===== src/design/fld_pkg.sv =====
// Package for the fixed-length packet deframer.
// Holds configuration reset values, register indexes and the shared structs.
// No dependencies.
`default_nettype none

package fld_pkg;

  localparam int unsigned ByteW = 8;
  localparam int unsigned CfgIdxW = 2;

  localparam logic [CfgIdxW-1:0] CfgStartByte  = 2'd0;
  localparam logic [CfgIdxW-1:0] CfgEndByte    = 2'd1;
  localparam logic [CfgIdxW-1:0] CfgPacketSize = 2'd2;

  localparam logic [ByteW-1:0] StartReset = 8'h3E;
  localparam logic [ByteW-1:0] EndReset   = 8'h3F;
  localparam logic [ByteW-1:0] SizeReset  = 8'd16;
  localparam logic [ByteW-1:0] MinSize    = 8'd3;

  // Decoded configuration as the framing logic uses it.
  typedef struct packed {
    logic [ByteW-1:0] start_byte;
    logic [ByteW-1:0] end_byte;
    logic [ByteW-1:0] last_pos;
    logic [ByteW-1:0] chk_pos;
  } cfg_t;

  typedef struct packed {
    logic [ByteW-1:0] byte_out;
    logic [ByteW-1:0] byte_index;
    logic             last;
    logic             packet_good;
  } res_t;

  typedef struct packed {
    logic             in_packet;
    logic [ByteW-1:0] byte_count;
  } status_t;

endpackage

`default_nettype wire


===== src/design/fixed_length_packet_deframer_unit.sv =====
// Fixed-length packet deframer with start byte, additive checksum and end byte.
//
// Usage: received bytes enter on the in_valid_i/in_ready_o channel, one beat per
// byte. While hunting, bytes other than the start byte are dropped silently.
// From the start byte on, packet_size bytes (at least three) are passed out on the
// out_valid_o/out_ready_i channel with their index; the last one carries
// last_o and the packet verdict in packet_good_o.
// An accepted input beat passes the input register, then the result register,
// before its result beat is offered. Throughput is one byte per cycle as long
// as the sink keeps out_ready_i high.
// When the sink stalls, the result register holds its beat and the input
// register fills; in_ready_o drops only when both are full.
// Reset puts the block into hunting with empty registers and restores the
// configuration defaults: start byte 0x3E, end byte 0x3F, 16-byte packets.
// Configuration writes through cfg_we_i take effect at once and are meant to
// happen while no byte is in flight.
// Depends on fld_pkg, fld_cfg, fld_core and fld_out.
`default_nettype none

module fixed_length_packet_deframer_unit (
  input  wire logic                        clk_i,
  input  wire logic                        rst_ni,
  input  wire logic                        in_valid_i,
  output logic                             in_ready_o,
  input  wire logic [fld_pkg::ByteW-1:0]   rx_byte_i,
  output logic                             out_valid_o,
  input  wire logic                        out_ready_i,
  output logic [fld_pkg::ByteW-1:0]        byte_out_o,
  output logic [fld_pkg::ByteW-1:0]        byte_index_o,
  output logic                             last_o,
  output logic                             packet_good_o,
  input  wire logic                        cfg_we_i,
  input  wire logic [fld_pkg::CfgIdxW-1:0] cfg_index_i,
  input  wire logic [fld_pkg::ByteW-1:0]   cfg_data_i
);

  fld_pkg::cfg_t             cfg;
  fld_pkg::res_t             core_res;
  fld_pkg::res_t             out_res;
  fld_pkg::status_t          status;
  logic                      core_res_valid;
  logic                      out_space;
  logic                      advance;
  logic                      in_valid_q;
  logic [fld_pkg::ByteW-1:0] in_byte_q;

  // A byte in the input register is processed once the result register has room.
  assign advance    = in_valid_q && out_space;
  assign in_ready_o = !in_valid_q || advance;

  always_ff @(posedge clk_i or negedge rst_ni) begin
    if (!rst_ni) begin
      in_valid_q <= 1'b0;
    end else if (in_ready_o) begin
      in_valid_q <= in_valid_i;
    end
  end

  always_ff @(posedge clk_i) begin
    if (in_ready_o && in_valid_i) begin
      in_byte_q <= rx_byte_i;
    end
  end

  fld_cfg u_cfg (
    .clk_i       (clk_i),
    .rst_ni      (rst_ni),
    .cfg_we_i    (cfg_we_i),
    .cfg_index_i (cfg_index_i),
    .cfg_data_i  (cfg_data_i),
    .cfg_o       (cfg)
  );

  fld_core u_core (
    .clk_i       (clk_i),
    .rst_ni      (rst_ni),
    .advance_i   (advance),
    .byte_i      (in_byte_q),
    .cfg_i       (cfg),
    .res_valid_o (core_res_valid),
    .res_o       (core_res),
    .status_o    (status)
  );

  fld_out u_out (
    .clk_i       (clk_i),
    .rst_ni      (rst_ni),
    .load_i      (advance && core_res_valid),
    .res_i       (core_res),
    .space_o     (out_space),
    .out_valid_o (out_valid_o),
    .out_ready_i (out_ready_i),
    .res_o       (out_res)
  );

  assign byte_out_o    = out_res.byte_out;
  assign byte_index_o  = out_res.byte_index;
  assign last_o        = out_res.last;
  assign packet_good_o = out_res.packet_good;

  // A good verdict only comes with the last byte of a packet.
  a_good_needs_last: assert property (@(posedge clk_i) disable iff (!rst_ni)
    out_valid_o && packet_good_o |-> last_o)
    else $error("packet_good without last");

  // The shortest packet is three bytes, so the last byte sits at index two or more.
  a_last_index: assert property (@(posedge clk_i) disable iff (!rst_ni)
    out_valid_o && last_o |-> byte_index_o >= 8'd2)
    else $error("last byte at index below two");

  // While hunting, the byte counter rests at zero.
  a_hunt_count: assert property (@(posedge clk_i) disable iff (!rst_ni)
    !status.in_packet |-> status.byte_count == '0)
    else $error("byte count nonzero while hunting");

  // A start byte accepted while hunting opens a packet at the next edge.
  a_open_packet: assert property (@(posedge clk_i) disable iff (!rst_ni)
    advance && !status.in_packet && core_res_valid |=> status.in_packet)
    else $error("start byte did not open a packet");

endmodule

`default_nettype wire


===== src/design/fld_cfg.sv =====
// Configuration registers of the packet deframer.
// Depends on fld_pkg; decodes packet size into last and checksum positions.
`default_nettype none

module fld_cfg (
  input  wire logic                        clk_i,
  input  wire logic                        rst_ni,
  input  wire logic                        cfg_we_i,
  input  wire logic [fld_pkg::CfgIdxW-1:0] cfg_index_i,
  input  wire logic [fld_pkg::ByteW-1:0]   cfg_data_i,
  output fld_pkg::cfg_t                    cfg_o
);

  logic [fld_pkg::ByteW-1:0] start_q;
  logic [fld_pkg::ByteW-1:0] end_q;
  logic [fld_pkg::ByteW-1:0] size_q;
  logic [fld_pkg::ByteW-1:0] eff_size;

  always_ff @(posedge clk_i or negedge rst_ni) begin
    if (!rst_ni) begin
      start_q <= fld_pkg::StartReset;
      end_q   <= fld_pkg::EndReset;
      size_q  <= fld_pkg::SizeReset;
    end else if (cfg_we_i) begin
      unique case (cfg_index_i)
        fld_pkg::CfgStartByte:  start_q <= cfg_data_i;
        fld_pkg::CfgEndByte:    end_q   <= cfg_data_i;
        fld_pkg::CfgPacketSize: size_q  <= cfg_data_i;
        default: ;
      endcase
    end
  end

  // Sizes below the minimum behave as the minimum packet.
  assign eff_size = (size_q < fld_pkg::MinSize) ? fld_pkg::MinSize : size_q;

  assign cfg_o.start_byte = start_q;
  assign cfg_o.end_byte   = end_q;
  assign cfg_o.last_pos   = eff_size - 8'd1;
  assign cfg_o.chk_pos    = eff_size - 8'd2;

endmodule

`default_nettype wire


===== src/design/fld_core.sv =====
// Framing state of the packet deframer: hunt, count, checksum and verdict.
// Depends on fld_pkg; computes the result for the current beat combinationally.
`default_nettype none

module fld_core (
  input  wire logic                      clk_i,
  input  wire logic                      rst_ni,
  input  wire logic                      advance_i,
  input  wire logic [fld_pkg::ByteW-1:0] byte_i,
  input  fld_pkg::cfg_t                  cfg_i,
  output logic                           res_valid_o,
  output fld_pkg::res_t                  res_o,
  output fld_pkg::status_t               status_o
);

  logic                      in_packet_q, in_packet_d;
  logic [fld_pkg::ByteW-1:0] count_q, count_d;
  logic [fld_pkg::ByteW-1:0] sum_q, sum_d;
  logic                      matched_q, matched_d;
  logic                      is_last;

  assign is_last = in_packet_q && (count_q >= cfg_i.last_pos);

  assign res_valid_o       = in_packet_q || (byte_i == cfg_i.start_byte);
  assign res_o.byte_out    = byte_i;
  assign res_o.byte_index  = in_packet_q ? count_q : '0;
  assign res_o.last        = is_last;
  assign res_o.packet_good = is_last && matched_q && (byte_i == cfg_i.end_byte);

  always_comb begin
    in_packet_d = in_packet_q;
    count_d     = count_q;
    sum_d       = sum_q;
    matched_d   = matched_q;
    if (!in_packet_q) begin
      if (byte_i == cfg_i.start_byte) begin
        in_packet_d = 1'b1;
        count_d     = 8'd1;
        sum_d       = byte_i;
        matched_d   = 1'b0;
      end
    end else if (is_last) begin
      in_packet_d = 1'b0;
      count_d     = '0;
      sum_d       = '0;
      matched_d   = 1'b0;
    end else begin
      // The checksum byte itself is compared, not added.
      if (count_q == cfg_i.chk_pos) begin
        matched_d = (byte_i == sum_q);
      end else begin
        sum_d = sum_q + byte_i;
      end
      count_d = count_q + 8'd1;
    end
  end

  always_ff @(posedge clk_i or negedge rst_ni) begin
    if (!rst_ni) begin
      in_packet_q <= 1'b0;
      count_q     <= '0;
      sum_q       <= '0;
      matched_q   <= 1'b0;
    end else if (advance_i) begin
      in_packet_q <= in_packet_d;
      count_q     <= count_d;
      sum_q       <= sum_d;
      matched_q   <= matched_d;
    end
  end

  assign status_o.in_packet  = in_packet_q;
  assign status_o.byte_count = count_q;

endmodule

`default_nettype wire


===== src/design/fld_out.sv =====
// Result register of the packet deframer with valid/ready toward the sink.
// Depends on fld_pkg.
`default_nettype none

module fld_out (
  input  wire logic     clk_i,
  input  wire logic     rst_ni,
  input  wire logic     load_i,
  input  fld_pkg::res_t res_i,
  output logic          space_o,
  output logic          out_valid_o,
  input  wire logic     out_ready_i,
  output fld_pkg::res_t res_o
);

  logic          valid_q;
  fld_pkg::res_t res_q;

  // The register can take a new beat when empty or when it drains this cycle.
  assign space_o = !valid_q || out_ready_i;

  always_ff @(posedge clk_i or negedge rst_ni) begin
    if (!rst_ni) begin
      valid_q <= 1'b0;
    end else if (space_o) begin
      valid_q <= load_i;
    end
  end

  always_ff @(posedge clk_i) begin
    if (space_o && load_i) begin
      res_q <= res_i;
    end
  end

  assign out_valid_o = valid_q;
  assign res_o       = res_q;

endmodule

`default_nettype wire

===== config.mk =====
export PLATFORM = sky130hd
export DESIGN_NAME = fixed_length_packet_deframer_unit
export DESIGN_NICKNAME = d
export VERILOG_FILES = /design/src/design/fld_pkg.sv /design/src/design/fixed_length_packet_deframer_unit.sv /design/src/design/fld_cfg.sv /design/src/design/fld_core.sv /design/src/design/fld_out.sv
export SDC_FILE = /design/constraint.sdc
export NUM_CORES = 1
export LEC_CHECK = 0
export ABC_AREA = 1
export BUFFER_PORTS_ARGS = -buffer_cell sky130_fd_sc_hd__buf_2
export CORE_MARGIN = 1.5
export CORE_UTILIZATION = 40
export DETAILED_ROUTE_END_ITERATION = 6
export GPL_TIMING_DRIVEN = 1
export SYNTH_ARGS = -nofsm -noshare
export SYNTH_HDL_FRONTEND = slang
export SYNTH_SLANG_ARGS = --single-unit
export TNS_END_PERCENT = 20

===== constraint.sdc =====
create_clock -name clk_i -period 3.15 [get_ports clk_i]
set_input_delay 0.63 -clock clk_i [delete_from_list [all_inputs] [get_ports clk_i]]
set_output_delay 0.63 -clock clk_i [all_outputs]
set_load 0.005 [all_outputs]

Yosys cells after proc, flatten, opt, wreduce, memory -nomap -nowiden
Cells that the tools add are included.

$add $sub $neg: 4. $mul: 0. Div/mod/pow operators: 0. Order comparisons: 2. Equality and inequality tests: 8. Shift-type cells: 0. Mux-type cells: 15. Bitwise operators: 0. Reduce and logical (&&, ||, !) cells: 20.

Operator list (number): 8-bit 2-to-1 mux (8); 8-bit == test (4); 8-bit by 1-bit adder with 8-bit output (second input constant) (1); 8-bit adder (1); 8-bit >= comparator (1); 8-bit by 2-bit < comparator with 1-bit output (second input constant) (1); 2-bit AND reduction (4); 8-bit by 1-bit subtractor with 8-bit output (second input constant) (1); 8-bit by 2-bit subtractor with 8-bit output (second input constant) (1); 1-bit logical AND (7); 1-bit 2-to-1 mux (7); 3-bit inequality test (second input constant) (2); 3-bit AND reduction (2); 1-bit logical OR (3); 2-bit by 1-bit == test with 1-bit output (second input constant) (1); 2-bit == test (second input constant) (1); 1-bit logical NOT (2); 2-bit logical NOT (1); 2-bit nonzero test (1).

Flip-flop bits (word level): 70. Bits in latches: 0. Bits in writable memories: 0. ROM bits: 0. Bits of input ports: 23. Memories kept: 0.

Longest topological paths before layout
Gate-level depths: netlist of the first run.

Word-level depth: 7. Gate-level depth with buffers: 20. Gate-level depth less buffers: 20.

Modules after synthesis
Synthesis of the first run repeated with hierarchy kept, for this count alone.

Cells, all modules: 518. Area total of the unflattened synthesis: 4247.8 um^2.

By module, submodules not included: fld_core (instances 1, cells an instance 324, area each 2140.8 um^2, sequential area each 450.4 um^2); fld_cfg (instances 1, cells an instance 152, area each 1218.7 um^2, sequential area each 615.6 um^2); fld_out (instances 1, cells an instance 24, area each 585.6 um^2, sequential area each 565.5 um^2); fixed_length_packet_deframer_unit (instances 1, cells an instance 18, area each 302.8 um^2, sequential area each 265.3 um^2).

Worst setup path after synthesis of the first run
Ideal clock, no wire load.

Kind: reg-to-reg. Start: reg u_cfg.size_q[4] in the netlist's numbering. End: reg u_core.sum_q[0] in the netlist's numbering. Library setup time: 0.117 ns. Arrival time: 2.806 ns. Required time: 3.033 ns. Path slack: 0.227 ns. Cell stages (with the launch flop): 19. Path buffers: 0. Cell sequence: dfstp_2 > nor2_2 > nand2_1 > nor2_4 > nor2_4 > ha_1 > nand2_2 > inv_2 > nand2_2 > a21oi_1 > xor2_1 > ha_1 > a21oi_1 > o21a_1 > nand4_1 > nand2_2 > nand2_4 > nand2_1 > nand2_1.

Longest elaborated chain between the ends: 7.

Ends and longest elaborated chain: from (decl) (line fld_cfg.sv:16) `logic [fld_pkg::ByteW-1:0] size_q;`; from (signal assigned) (line fld_cfg.sv:23) `size_q <= fld_pkg::SizeReset;`; from (signal assigned) (line fld_cfg.sv:28) `fld_pkg::CfgPacketSize: size_q <= cfg_data_i;`; 8-bit by 2-bit < comparator with 1-bit output (line fld_cfg.sv:35) `assign eff_size = (size_q < fld_pkg::MinSize) ? fld_pkg::MinSize : size_q;`; 8-bit 2-to-1 mux (*) (line fld_cfg.sv:35); 8-bit by 1-bit subtractor with 8-bit output (line fld_cfg.sv:39) `assign cfg_o.last_pos = eff_size - 8'd1;`; 8-bit >= comparator (line fld_core.sv:22) `assign is_last = in_packet_q && (count_q >= cfg_i.last_pos);`; 1-bit logical AND (line fld_core.sv:22); 3-bit inequality test (no line) / 8-bit 2-to-1 mux (equally long branches); 3-bit AND reduction (no line) / 8-bit 2-to-1 mux (equally long branches); to (signal assigned) (line fld_core.sv:67) `sum_q <= sum_d;`; to (decl) (line fld_core.sv:18) `logic [fld_pkg::ByteW-1:0] sum_q, sum_d;`.

Mark *: on every way between the ends. The rest lies on a longest branch, timed or not. A chain may end at the register's enable or synchronous reset.

Final worst setup path of the first run
Start: reg u_cfg.size_q[4] in the netlist's numbering. End: reg u_core.sum_q[5] in the netlist's numbering.

The elaborated chain is that of the path after synthesis.

==> results by stage, run 1 <==
Timing:
- After layout, the worst path uses between 90% and 100% of the clock period.
- The time the worst path needs with I/O delays and setup is ~3.0 ns.
- The relative max-transition margin is between 30% and 40%.
- Setup violations remaining at the end of the flow were counted as 0.
- Setup repair after global routing could not meet its margin everywhere.
- The actual transition at the worst max-transition pin is roughly 0.99 ns.
- The total count of hold-check failures in the final report is 0.
- The total count of max-transition violations in the final report is 0.
- The setup skew after layout is around 0.011 ns.
- Static timing analysis puts the maximum clock frequency at 0.338 GHz.
- The worst-case setup margin in the final layout is ~0.19 ns.

Cells and area:
- The most frequent standard cell in the layout excluding fill and tap cells is sky130_fd_sc_hd__nand2_1.
- In the layout the commonest cells are sky130_fd_sc_hd__nand2_1 (127), sky130_fd_sc_hd__inv_1 (63), sky130_fd_sc_hd__buf_2 (42), sky130_fd_sc_hd__o21ai_0 (37).
- Compared with the post-synthesis result, the final layout area differs by 16.1%.
- The net total in the final layout is approximately 570.
- The number of inserted diodes is 0.
- Cells with a size suffix above 1 make up a little over a fifth of the layout.
- The sequential cells in the finished layout cover a total of approximately 1900 um^2.
- The area of the multi-input gates is ~1800 um^2.
- The filler cells instantiated in the layout total between 900 and 1000.
- At the end of the flow the core is filled with cells to between 40 and 50%.
- The non-filler instance count after layout is approximately 660.

Setup path:
- The critical path required time is 3.43 ns.
- The kind of end point of the critical path is a flip-flop.
- The critical path class is flip-flop to flip-flop.
- The worst path arrival time is around 3.2 ns.
- The kind of start point of the critical path is a flip-flop.
- Of all nets on the critical path, the largest fanout is 7.

CTS:
- TritonCTS built the clock tree.
- The clock root buffer is sky130_fd_sc_hd__clkbuf_8.
- Buffers inserted to repair hold after CTS numbered 0.
- After clock tree synthesis, the clock-pin slew on the worst setup and hold paths is about 0.08 ns.
- The CTS H-tree depth is 3.
- The clock net sink count is 70.
- Counting along the longest clock path gives a buffer depth of 2.
- The number of buffers created by CTS is 9.
- At the later pin of the worst-skew pair, clock insertion delay measures between 0.3 and 0.4 ns.

Synthesis:
- The leading area contributor after synthesis is sky130_fd_sc_hd__dfrtp_1.
- A synthesized cell averages between 8 and 9 um^2.
- The cell area that synthesis handed to floorplanning was 3990 um^2.
- The share of synthesized area in the top cell type comes to between 20% and 30%.
- The synthesized netlist net count is 515.
- The sequential-to-total area share from yosys stat is between 40% and 50%.
- The instance count of the mapped netlist is ~470.
- After synthesis the netlist holds a flip-flop and latch count of 70.
- During synthesis, Yosys emitted a total of 0 warnings.
- Synthesis instantiated 37 different standard cells from the library.
- Yosys attributes the largest share of cell area to sky130_fd_sc_hd__dfrtp_1 (20%), sky130_fd_sc_hd__edfxtp_1 (20%), sky130_fd_sc_hd__nand2_1 (12%).

Global route:
- The number of global-route vias before repair is 2931.
- The number of antenna violations at the first check in global routing is 0.
- For this run the aggregate overflow at the end of global routing stands at 0.
- The all-layer global routing usage is between 10% and 20%.
- The pin count of the biggest net entering global routing is 45.
- The wire length of the first global-routing pass is 14400 um.

Job:
- The tool flagged a number of max-cap violations equal to 0.

Detailed routing:
- The detailed-route wire length per cell is between 10 and 15 um.
- The count of TritonRoute iterations in the first routing pass is 4.
- For this block, the via count after detailed routing is ~3200.
- The number of DRC violations after detailed routing is 0.
- The total detailed-routing wirelength is 8850 um.
- In this run the remaining antenna-violating nets after routing total 0.
- The detailed router finished its first iteration with roughly 120 violations.
- The ratio of routed vias to standard cells is about 4.8.

Floorplan:
- The die area is approximately 11000 um^2.
- For this configuration, the core starts out at a cell density of about two fifths.
- After floorplanning, the core was divided into 36 placement rows.
- The die is slightly above 100 um tall.
- The floorplan step defined a core boundary enclosing between 9000 and 10000 um^2.
- The horizontal extent of the die is ~100 um.
- The number of I/O pins is 43.

Pwr:
- Net switching is 39.4% of the power.
- The highest ir drop seen on vdd is 0.259 mV.
- The sequential power share is between 40% and 50%.
- The static leakage is between 2 and 2.5 nW.
- The internal power of the cells totals 2.06 mW.
- For this design the ratio of total power to cell area is ~740 nW/um^2.
- The switching power summed over all nets is 1.34 mW.
- In this run, the combinational gates consume between 30% and 40% of the power.
- The clock share of power is 22.0%.

Place:
- After detailed placement, the design holds a cell count of between 600 and 700.
- The final HPWL from detailed placement is about 6700 um.
- The routability-driven placement congestion ratio is 0.909.
- During placement, the flow inserted port buffers numbering 42.
- The pre-CTS setup slack is approximately 0.14 ns.

Status:
- The run finished with clean final reports.

Worst hold path:
- The path class of the lowest-slack min-delay path is input pin to asynchronous set/reset pin.
cells in the mapped netlist, drive strengths merged:
| cell type | count |
|---|---|
| a21boi | 1 |
| a21oi | 9 |
| a221oi | 1 |
| buf | 2 |
| clkbuf | 5 |
| dfrtp | 32 |
| dfstp | 12 |
| edfxtp | 26 |
| fa | 1 |
| ha | 19 |
| inv | 73 |
| nand2 | 139 |
| nand3 | 32 |
| nand3b | 1 |
| nand4 | 9 |
| nor2 | 23 |
| nor3 | 9 |
| nor4 | 1 |
| o211ai | 1 |
| o21a | 1 |
| o21ai | 41 |
| o21bai | 1 |
| o22ai | 7 |
| or2 | 2 |
| xnor2 | 7 |
| xor2 | 17 |
registers in the layout, indices dropped and copies added (netlist names):
register and cells:
u_out.res_o 18, in_byte_q 8, u_cfg.end_q 8, u_cfg.size_q 8, u_cfg.start_q 8, u_core.count_q 8, u_core.sum_q 8, in_valid_q 1
u_core.in_packet_q 1, u_core.matched_q 1, u_out.out_valid_o 1
routing by layer:
layer | part of all wire (%) | vias to the layer above | global-route usage (%)
met5 | 0 | - | 0
met4 | 0.69 | 0 | 3.95
met3 | 3.3 | 4 | 3.59
met2 | 45 | 62 | 27.8
met1 | 51 | 1446 | 26.3
li1 | - | 1643 | -
path summary, 6_finish.rpt:
| kind | startpoint | end | slack [ns] | cells after the start |
|---|---|---|---|---|
| worst max-delay path | u_cfg.size_q[4]$_DFFE_PN1P_ | u_core.sum_q[5]$_DFFE_PN0P_ | 0.19 | 19 |
| worst min-delay path | rst_ni | u_core.count_q[5]$_DFFE_PN0P_ | 0.44 | 1 |
| worst max register to register | u_cfg.size_q[4]$_DFFE_PN1P_ | u_core.sum_q[5]$_DFFE_PN0P_ | 0.19 | 19 |
| worst min register to register | u_cfg.end_q[5]$_DFFE_PN1P_ | u_cfg.end_q[5]$_DFFE_PN1P_ | 0.50 | 2 |
| max in group asynchronous | rst_ni | u_cfg.size_q[3]$_DFFE_PN0P_ | 2.04 | 1 |
| min in group clk_i | rx_byte_i[5] | in_byte_q[5]$_DFFE_PP_ | 0.46 | 1 |
layout make-up:
type	count	share of cell area [%]
flip-flops and latches	70	41.0
clock buffers	10	2.97
multi-input cells	323	39.5
inverters	73	5.97
well taps	133	3.59
clock inverters	6	1.49
repair buffers	47	5.51
power by group through the flow:
stage | Sequential (mW) | Combinational [mW] | Clock, mW
2_1_floorplan | 1.33 | 0.935 | 0
3_3_place_gp | 1.40 | 1.21 | 0
3_5_place_dp | 1.40 | 1.23 | 0
4_1_cts | 1.38 | 1.24 | 0.773
5_1_grt | 1.42 | 1.46 | 0.808
6_report | 1.38 | 1.27 | 0.751
metrics by stage:
step | TNS [ns] | cell area, um^2 | hold WS (ns) | total power [mW]
floorplan | 0 | 3990 | 0.334 | 2.27
global placement | 0 | 4370 | 0.481 | 2.61
detailed placement | 0 | 4370 | 0.494 | 2.63
CTS | 0 | 4580 | 0.446 | 3.39
global route | -0.0640 | 4630 | 0.432 | 3.69
finish | 0 | 4630 | 0.442 | 3.41
timing repair:
item | CTS | global route
hold endpoints to repair | 0 | 0
setup buffers | 0 | 1
endpoints found under the setup margin | 0 | 19
resized for setup | 0 | 16
kinds of logic (layout without fill, tap and decap cells):
group	after synthesis	in the layout	synth area share (%)
simple gates	216	217	24.8
fa+ha+maj	20	20	6.46
compound gates	62	62	8.34
xor+xnor	24	24	5.27
buf+inv	80	136	7.62
flops	70	70	47.5
worst max-delay path, stage by stage (launching register included):
cell and delay, ns:
sky130_fd_sc_hd__dfstp_2 0.54, sky130_fd_sc_hd__nor2_2 0.05, sky130_fd_sc_hd__nand2_2 0.08, sky130_fd_sc_hd__nor2_4 0.04, sky130_fd_sc_hd__nor2_4 0.17, sky130_fd_sc_hd__ha_4 0.17
sky130_fd_sc_hd__nand2_2 0.09, sky130_fd_sc_hd__inv_2 0.09, sky130_fd_sc_hd__nand2_2 0.06, sky130_fd_sc_hd__a21oi_1 0.15, sky130_fd_sc_hd__xor2_1 0.17, sky130_fd_sc_hd__ha_1 0.26
sky130_fd_sc_hd__a21oi_1 0.15, sky130_fd_sc_hd__o21a_1 0.18, sky130_fd_sc_hd__nand4_1 0.12, sky130_fd_sc_hd__buf_6 0.18, sky130_fd_sc_hd__buf_6 0.13, sky130_fd_sc_hd__o21ai_1 0.15
sky130_fd_sc_hd__nand2_1 0.08, sky130_fd_sc_hd__nand2_1 0.05
Note: power is estimated with default switching activity, not from simulation.
==> inputs of run 2 (changes only) <==
- CELL_PAD_IN_SITES_DETAIL_PLACEMENT: not set -> 1
- CELL_PAD_IN_SITES_GLOBAL_PLACEMENT: not set -> 1
- PLACE_DENSITY_LB_ADDON: not set -> 0.1
- REMOVE_ABC_BUFFERS: not set -> 1
==> results by stage, run 2 (synthesis gave the netlist of run 1 again) <==
Cells and area:
- The sequential standard cell area is 1900 um^2 (-0.13%).
- The most frequent standard cell in the layout excluding fill and tap cells is sky130_fd_sc_hd__nand2_1.
- The area of the multi-input gates is 1940 um^2 (+6.1%).
- From synthesis to final layout, the design area changed by 18.3%.
- The number of flip-flops in the largest register is 18 (unchanged).
- The number of inserted diodes was 0 (unchanged).
- The fill cell instance count of the final layout is 1197 (+22%).
- The proportion of layout cells with a drive suffix above 1 was 24.4% (+2.9 points).
- Leaving out fill and tap cells, the most frequent cells in the layout are sky130_fd_sc_hd__nand2_1 (125), sky130_fd_sc_hd__inv_1 (63), sky130_fd_sc_hd__buf_2 (42), sky130_fd_sc_hd__o21ai_0 (37), sky130_fd_sc_hd__dfrtp_1 (32).
- The net total in the final layout is 570 (+0.53%).

CTS:
- The number of buffers created by CTS came to 9 (unchanged).
- The TritonCTS clock tree is built.
- The clock transition at the register clock pins on the worst setup and hold paths after CTS is 0.08 ns (about the same).
- The buffer depth of the longest clock path is 2 (unchanged).
- The CTS H-tree depth is 3 (unchanged).
- The clock net sink count is 70 (unchanged).
- The tree is rooted in a sky130_fd_sc_hd__clkbuf_8.
- The clock latency on the worst-skew pair is 0.35 ns (about the same).
- The post-cts hold buffer count is 0 (unchanged).

Global route:
- The wire length of the first global-routing pass was 17100 um (+18%).
- The number of antenna violations at the first check in global routing is 0 (unchanged).
- The number of global-route vias before repair is 3393 (+16%).
- The pin count of the biggest net entering global routing was 45 (unchanged).
- The all-layer global routing usage came to 21.6% (+3.6 points).
- The total overflow reported by the global router was 0 (unchanged).

Pwr:
- The ratio of total power to cell area is 737 nW/um^2 (+0.22%).
- The highest ir drop seen on vdd is 0.257 mV (-0.77%).
- The static leakage was 2.30 nW (+1.8%).
- The power after layout came to 3.48 mW (+2.1%).

Setup path:
- The critical path goes through nor2_2 -> nand2_2 -> nor2_4 -> nor2_4 -> ha_4 -> nand2_4 -> o21ai_1 -> nand3_1 -> o21ai_0 -> ha_1 -> a21oi_1 -> o21a_1 -> nand4_1 -> buf_4 -> nand2_4 -> nand3_1 -> nand2_1.
- The endpoint identified for the worst register-to-register timing path is u_core.sum_q[6]$_DFFE_PN0P_.
- The capturing instance or port of the critical path is u_core.sum_q[6]$_DFFE_PN0P_.
- The count of cells along the worst register-to-register path is 17 (-2).
- The worst flop-to-flop path startpoint is u_cfg.size_q[4]$_DFFE_PN1P_.
- The worst setup path is launched from a flip-flop.
- The worst path arrival time is 3.36 ns (+0.12 ns).
- The delay of the slowest cell on the worst path is 0.55 ns (about the same).
- The largest fanout on the critical path is 6 (-1).
- The slowest cell on the critical path is sky130_fd_sc_hd__dfstp_2.
- The critical path class is flip-flop to flip-flop.
- The kind of end point of the critical path is a flip-flop.
- The critical path required time is 3.44 ns (about the same).
- The critical path starts at u_cfg.size_q[4]$_DFFE_PN1P_.
- The worst setup slack for register-to-register paths is 0.07 ns (-0.12 ns).

Timing:
- The final cycle utilization of the critical path came to 97.7% (+3.8 points).
- The time the worst path needs with I/O delays and setup is 3.08 ns (+0.120 ns).
- The relative max-transition margin is 30.6% (-3.7 points).
- The achievable frequency is 0.325 GHz (-3.9%).
- The setup skew after layout is 0.0101 ns (-0.00124 ns).
- The number of failing setup endpoints in the final timing report is 0 (unchanged).
- The actual transition at the worst max-transition pin is 1.04 ns (+0.0559 ns).
- The total count of max-transition violations in the final report is 0 (unchanged).
- The total count of hold-check failures in the final report was 0 (unchanged).
- Setup repair after global routing could not meet its margin everywhere.
- The worst hold slack came to 0.448 ns (+0.00672 ns).

Detailed routing:
- The detailed-route wire length per cell was 15.8 um (+18%).
- The number of DRC violations after detailed routing is 0 (unchanged).
- The first-iteration detailed-routing DRC count is 143 (+20%).
- The total detailed-routing wirelength is 10500 um (+18%).
- The count of TritonRoute iterations in the first routing pass is 4 (unchanged).
- The post-route antenna net violation count was 0 (unchanged).
- The detailed-route via count is 3291 (+4.3%).
- The ratio of routed vias to standard cells was 4.95 (+3.8%).

Floorplan:
- The total core area was 9730 um^2 (unchanged).
- The number of I/O pins is 43 (unchanged).
- The effective utilization at floorplan came to 41.0% (unchanged).
- The number of placement rows is 36 (unchanged).
- The die extent in y is 103 um (unchanged).
- The horizontal extent of the die is 103 um (unchanged).
- The die area was 10600 um^2 (unchanged).

Place:
- The total of buffers placed on input and output ports is 42 (unchanged).
- The routability-driven placement congestion ratio came to 0.881 (-3.1%).
- The final HPWL from detailed placement is 7890 um (+18%).

Status:
- The flow ran to the end, and the final reports show no timing, DRC or antenna violations.

Worst hold path:
- The path class of the lowest-slack min-delay path is input pin to asynchronous set/reset pin.

Job:
- The max capacitance violation total is 0 (unchanged).
run 2: cell types whose count changed in the layout (fill, tap and decap cells not counted), sizes merged:
cell / delta
buf: +3
bufinv: -1
clkinv: +4
clkinvlp: -3
run 2: critical path: cells and delay by family, from the launching register on:
kind | cells | cell delay (ns)
and+or+nand+nor | 10 | 1.10
AOI/OAI and AO/OA | 4 | 0.63
buffers and inverters | 1 | 0.26
DFF | 1 | 0.55
adders and majority gates | 2 | 0.47
run 2: per-stage QoR:
stage	cell area, um^2	setup slack [ns]	cells	setup TNS [ns]	util [%]
4_1_cts	4560	0.0420	663	0	46.8
6_report	4720	0.0728	665	0	48.5
3_5_place_dp	4390	0.0838	647	0	45.2
3_3_place_gp	4390	0.224	647	0	45.2
2_1_floorplan	3960	0.221	465	0	-
5_1_grt	4720	-0.0991	665	-0.606	48.5
run 2: final cells by class:
type,instances,area share [%]
clock inverters,6,0.795
multi-input cells,323,41.1
clock buffers,10,2.70
inverters,73,5.91
repair buffers,50,5.80
well taps,133,3.52
flip-flops and latches,70,40.2
run 2: repair_timing:
item                       CTS  global route
setup buffers                0             1
setup endpoints to repair    0            20
resized for setup            0            35
run 2: power breakdown:
| part | internal (mW) | switching, mW | leakage (nW) |
|---|---|---|---|
| Combinational | 0.562 | 0.872 | 1.43 |
| Clock | 0.284 | 0.363 | 0.0863 |
| Sequential | 1.17 | 0.230 | 0.780 |
run 2: worst min path at each step:
stage                                       from                             to  slack [ns]  depth (start not counted)
floorplan                                 rst_ni         in_valid_q$_DFFE_PN0N_        0.33                          0
global placement      u_cfg.end_q[5]$_DFFE_PN1P_     u_cfg.end_q[5]$_DFFE_PN1P_        0.48                          2
detailed placement  u_cfg.start_q[4]$_DFFE_PN1P_   u_cfg.start_q[4]$_DFFE_PN1P_        0.50                          2
CTS                                 rx_byte_i[4]         in_byte_q[4]$_DFFE_PP_        0.44                          1
global route                        rx_byte_i[5]         in_byte_q[5]$_DFFE_PP_        0.44                          1
finish                                    rst_ni  u_core.count_q[3]$_DFFE_PN0P_        0.45                          1
run 2: per-layer routing:
metal,global-route usage [%],part of all wire [%],up-vias
met4,6.13,1.7,0
met2,35.6,48,56
met3,4.00,3.2,16
met1,29.1,47,1573
met5,0,0,-
li1,-,-,1646
==> inputs of run 3 (changes only) <==
- MAX_ROUTING_LAYER: not set -> met4
==> results by stage, run 3 (synthesis gave the netlist of run 1 again) <==
Detailed routing:
- The total detailed-routing wirelength was 10700 um (+1.8%).
- The number of DRC violations after detailed routing is 0 (unchanged).
- The post-route antenna net violation count is 0 (unchanged).
- The detailed-route wire length per cell is 15.9 um (+0.70%).
- The ratio of routed vias to standard cells is 5.00 (+0.97%).
- The count of TritonRoute iterations in the first routing pass is 4 (unchanged).
- The first-iteration detailed-routing DRC count is 103 (-28%).
- The detailed-route via count is 3358 (+2.0%).

CTS:
- The buffer depth of the longest clock path is 2 (unchanged).
- The number of buffers created by CTS is 9 (unchanged).
- The clock net sink count came to 70 (unchanged).
- TritonCTS built the clock tree.
- The clock latency on the worst-skew pair came to 0.36 ns (about the same).
- The clock transition at the register clock pins on the worst setup and hold paths after CTS is 0.09 ns (about the same).
- Clock tree synthesis selected as its root buffer the cell sky130_fd_sc_hd__clkbuf_8.
- The CTS H-tree depth is 3 (unchanged).
- The post-cts hold buffer count is 0 (unchanged).

Timing:
- The total count of max-transition violations in the final report is 0 (unchanged).
- The final cycle utilization of the critical path came to 96.7% (-0.95 points).
- The actual transition at the worst max-transition pin was 1.01 ns (-0.0293 ns).
- The achievable frequency is 0.328 GHz (+0.98%).
- The worst-case setup margin in the final layout is 0.103 ns (+0.0298 ns).
- The total count of hold-check failures in the final report is 0 (unchanged).
- The time the worst path needs with I/O delays and setup was 3.05 ns (-0.0298 ns).
- The setup skew after layout is 0.0131 ns (+0.00297 ns).
- The number of failing setup endpoints in the final timing report is 0 (unchanged).
- The worst hold slack is 0.431 ns (-0.0169 ns).
- The total negative slack for setup checks is 0 ns (unchanged).
- The relative max-transition margin is 32.5% (+2.0 points).

Floorplan:
- The number of placement rows is 36 (unchanged).
- The effective utilization at floorplan is 41.0% (unchanged).
- The die area is 10600 um^2 (unchanged).
- The total core area is 9730 um^2 (unchanged).
- The number of I/O pins is 43 (unchanged).
- The die extent in y is 103 um (unchanged).
- The horizontal extent of the die is 103 um (unchanged).

Place:
- The pre-CTS setup slack was 0.0917 ns (+0.00793 ns).
- The routability-driven placement congestion ratio is 0.907 (+3.0%).
- The total of buffers placed on input and output ports came to 42 (unchanged).
- The final HPWL from detailed placement came to 8020 um (+1.6%).

Pwr:
- The static leakage was 2.33 nW (+1.2%).
- The total internal power came to 2.12 mW (+5.3%).
- The highest ir drop seen on vdd came to 0.257 mV (about the same).
- The switching portion of total power is 41.2% (-0.88 points).
- The ratio of total power to cell area is 756 nW/um^2 (+2.6%).
- The clock share of power is 20.9% (+2.3 points).
- The logic gate share of total power came to 40.5% (-0.7 points).
- The sequential power share is 38.6% (-1.6 points).
- The power after layout is 3.61 mW (+3.7%).
- The switching power summed over all nets is 1.49 mW (+1.6%).

Global route:
- The all-layer global routing usage is 22.4% (+0.79 points).
- The total overflow reported by the global router is 0 (unchanged).
- The wire length of the first global-routing pass came to 17100 um (-0.20%).
- The number of global-route vias before repair is 3357 (-1.1%).
- The number of antenna violations at the first check in global routing came to 0 (unchanged).
- The pin count of the biggest net entering global routing is 45 (unchanged).

Cells and area:
- The utilization of the core after routing is 49.1% (+0.57 points).
- The top cell types in the final layout, fill and taps aside, are sky130_fd_sc_hd__nand2_1 (125), sky130_fd_sc_hd__inv_1 (63), sky130_fd_sc_hd__buf_2 (42), sky130_fd_sc_hd__o21ai_0 (37), sky130_fd_sc_hd__dfrtp_1 (31).
- The proportion of layout cells with a drive suffix above 1 came to 24.5% (+0.054 points).
- The relative area change from synthesis to final layout is 19.7%.
- The fill cell instance count of the final layout came to 1194 (-0.25%).
- The number of inserted diodes was 0 (unchanged).
- The area of the multi-input gates was 1910 um^2 (-1.8%).
- The net total in the final layout is 577 (+1.2%).
- The most frequent standard cell in the layout excluding fill and tap cells is sky130_fd_sc_hd__nand2_1.
- The number of flip-flops in the largest register is 18 (unchanged).
- The sequential standard cell area came to 1900 um^2 (about the same).

Setup path:
- The critical path required time came to 3.40 ns (-0.04 ns).
- The worst path arrival time is 3.30 ns (-0.06 ns).
- The count of cells along the worst register-to-register path came to 18 (+1).
- The end of the worst register-to-register path is u_core.sum_q[3]$_DFFE_PN0P_.
- The kind of end point of the critical path is a flip-flop.
- In this run the critical register-to-register path is launched from u_cfg.size_q[4]$_DFFE_PN1P_.
- The kind of start point of the critical path is a flip-flop.
- The largest fanout on the critical path is 8 (+2).
- The critical path class is flip-flop to flip-flop.
- The worst setup slack for register-to-register paths is 0.10 ns (+0.03 ns).

Worst hold path:
- The min-delay analysis places its worst path in the category input pin to asynchronous set/reset pin.

Status:
- The flow ran to the end, and the final reports show no timing, DRC or antenna violations.

Job:
- The max capacitance violation total is 0 (unchanged).
run 3: cell types whose count changed in the layout (fill, tap and decap cells not counted), moves of 2 or more:
cell                       change
sky130_fd_sc_hd__buf_4         +7
sky130_fd_sc_hd__clkinv_2      -3
sky130_fd_sc_hd__inv_6         +3
sky130_fd_sc_hd__nand3_1       +4
sky130_fd_sc_hd__nand3_2       -4
sky130_fd_sc_hd__o22ai_1       +2
run 3: worst max-delay path: stages, from the launching register on:
cell                      delay [ns]
sky130_fd_sc_hd__dfstp_2        0.54
sky130_fd_sc_hd__nor2_2         0.05
sky130_fd_sc_hd__nand2_2        0.07
sky130_fd_sc_hd__nor2_4         0.04
sky130_fd_sc_hd__nor2_4         0.22
sky130_fd_sc_hd__ha_4           0.20
sky130_fd_sc_hd__nand2_4        0.07
sky130_fd_sc_hd__inv_4          0.07
sky130_fd_sc_hd__nand2_2        0.06
sky130_fd_sc_hd__a21oi_2        0.11
sky130_fd_sc_hd__xor2_1         0.17
sky130_fd_sc_hd__ha_1           0.28
sky130_fd_sc_hd__a21oi_1        0.14
sky130_fd_sc_hd__o21a_1         0.17
sky130_fd_sc_hd__nand4_1        0.29
sky130_fd_sc_hd__nand2_4        0.24
sky130_fd_sc_hd__nand2_8        0.09
sky130_fd_sc_hd__nand2_1        0.08
sky130_fd_sc_hd__nand2_1        0.06
run 3: area by class of cell:
class                      count  share of cell area (%)
clock buffer                   9                    2.59
clock inverter                 7                    1.62
inverter                      73                    5.84
multi-input combinational    323                    39.9
sequential                    70                    39.7
tap                          133                    3.48
timing repair buffer          57                    6.84
run 3: timing repair:
action,4_1_cts,5_1_grt
setup buffers,0,8
resized for setup,0,29
endpoints found under the setup margin,0,16
run 3: routing by layer:
metal  vias to the layer above  global-route usage (%)  routed length [um]
li1                       1659                       -                   -
met1                      1608                    29.6                5010
met2                        78                    35.2                5110
met3                        13                    2.78                 385
met4                         0                    8.52                 161
met5                         -                       -                   0
run 3: worst max-delay path by stage:
stage,startpoint,to,slack [ns],cells past startpoint
after global routing,u_cfg.size_q[4]$_DFFE_PN1P_,u_core.sum_q[3]$_DFFE_PN0P_,-0.07,19
after global placement,u_cfg.size_q[4]$_DFFE_PN1P_,u_core.sum_q[7]$_DFFE_PN0P_,0.22,18
final,u_cfg.size_q[4]$_DFFE_PN1P_,u_core.sum_q[3]$_DFFE_PN0P_,0.10,18
after CTS,u_cfg.size_q[4]$_DFFE_PN1P_,u_core.sum_q[3]$_DFFE_PN0P_,0.07,18
after floorplan,u_cfg.size_q[4]$_DFFE_PN1P_,u_core.sum_q[1]$_DFFE_PN0P_,0.22,18
after detailed placement,u_cfg.size_q[4]$_DFFE_PN1P_,u_core.sum_q[3]$_DFFE_PN0P_,0.09,18
run 3: per-stage QoR:
step | cell area (um^2) | std cells
4_1_cts | 4590 | 663
3_5_place_dp | 4390 | 647
6_report | 4780 | 672
5_1_grt | 4780 | 672
2_1_floorplan | 3960 | 465
3_3_place_gp | 4390 | 647
run 3: power by group through the flow:
stage / sequential, mW / clock (mW) / combinational [mW]
2_1_floorplan: 1.34 / 0 / 0.923
3_3_place_gp: 1.41 / 0 / 1.26
4_1_cts: 1.39 / 0.782 / 1.32
6_report: 1.39 / 0.755 / 1.46
3_5_place_dp: 1.41 / 0 / 1.30
5_1_grt: 1.42 / 0.821 / 1.65
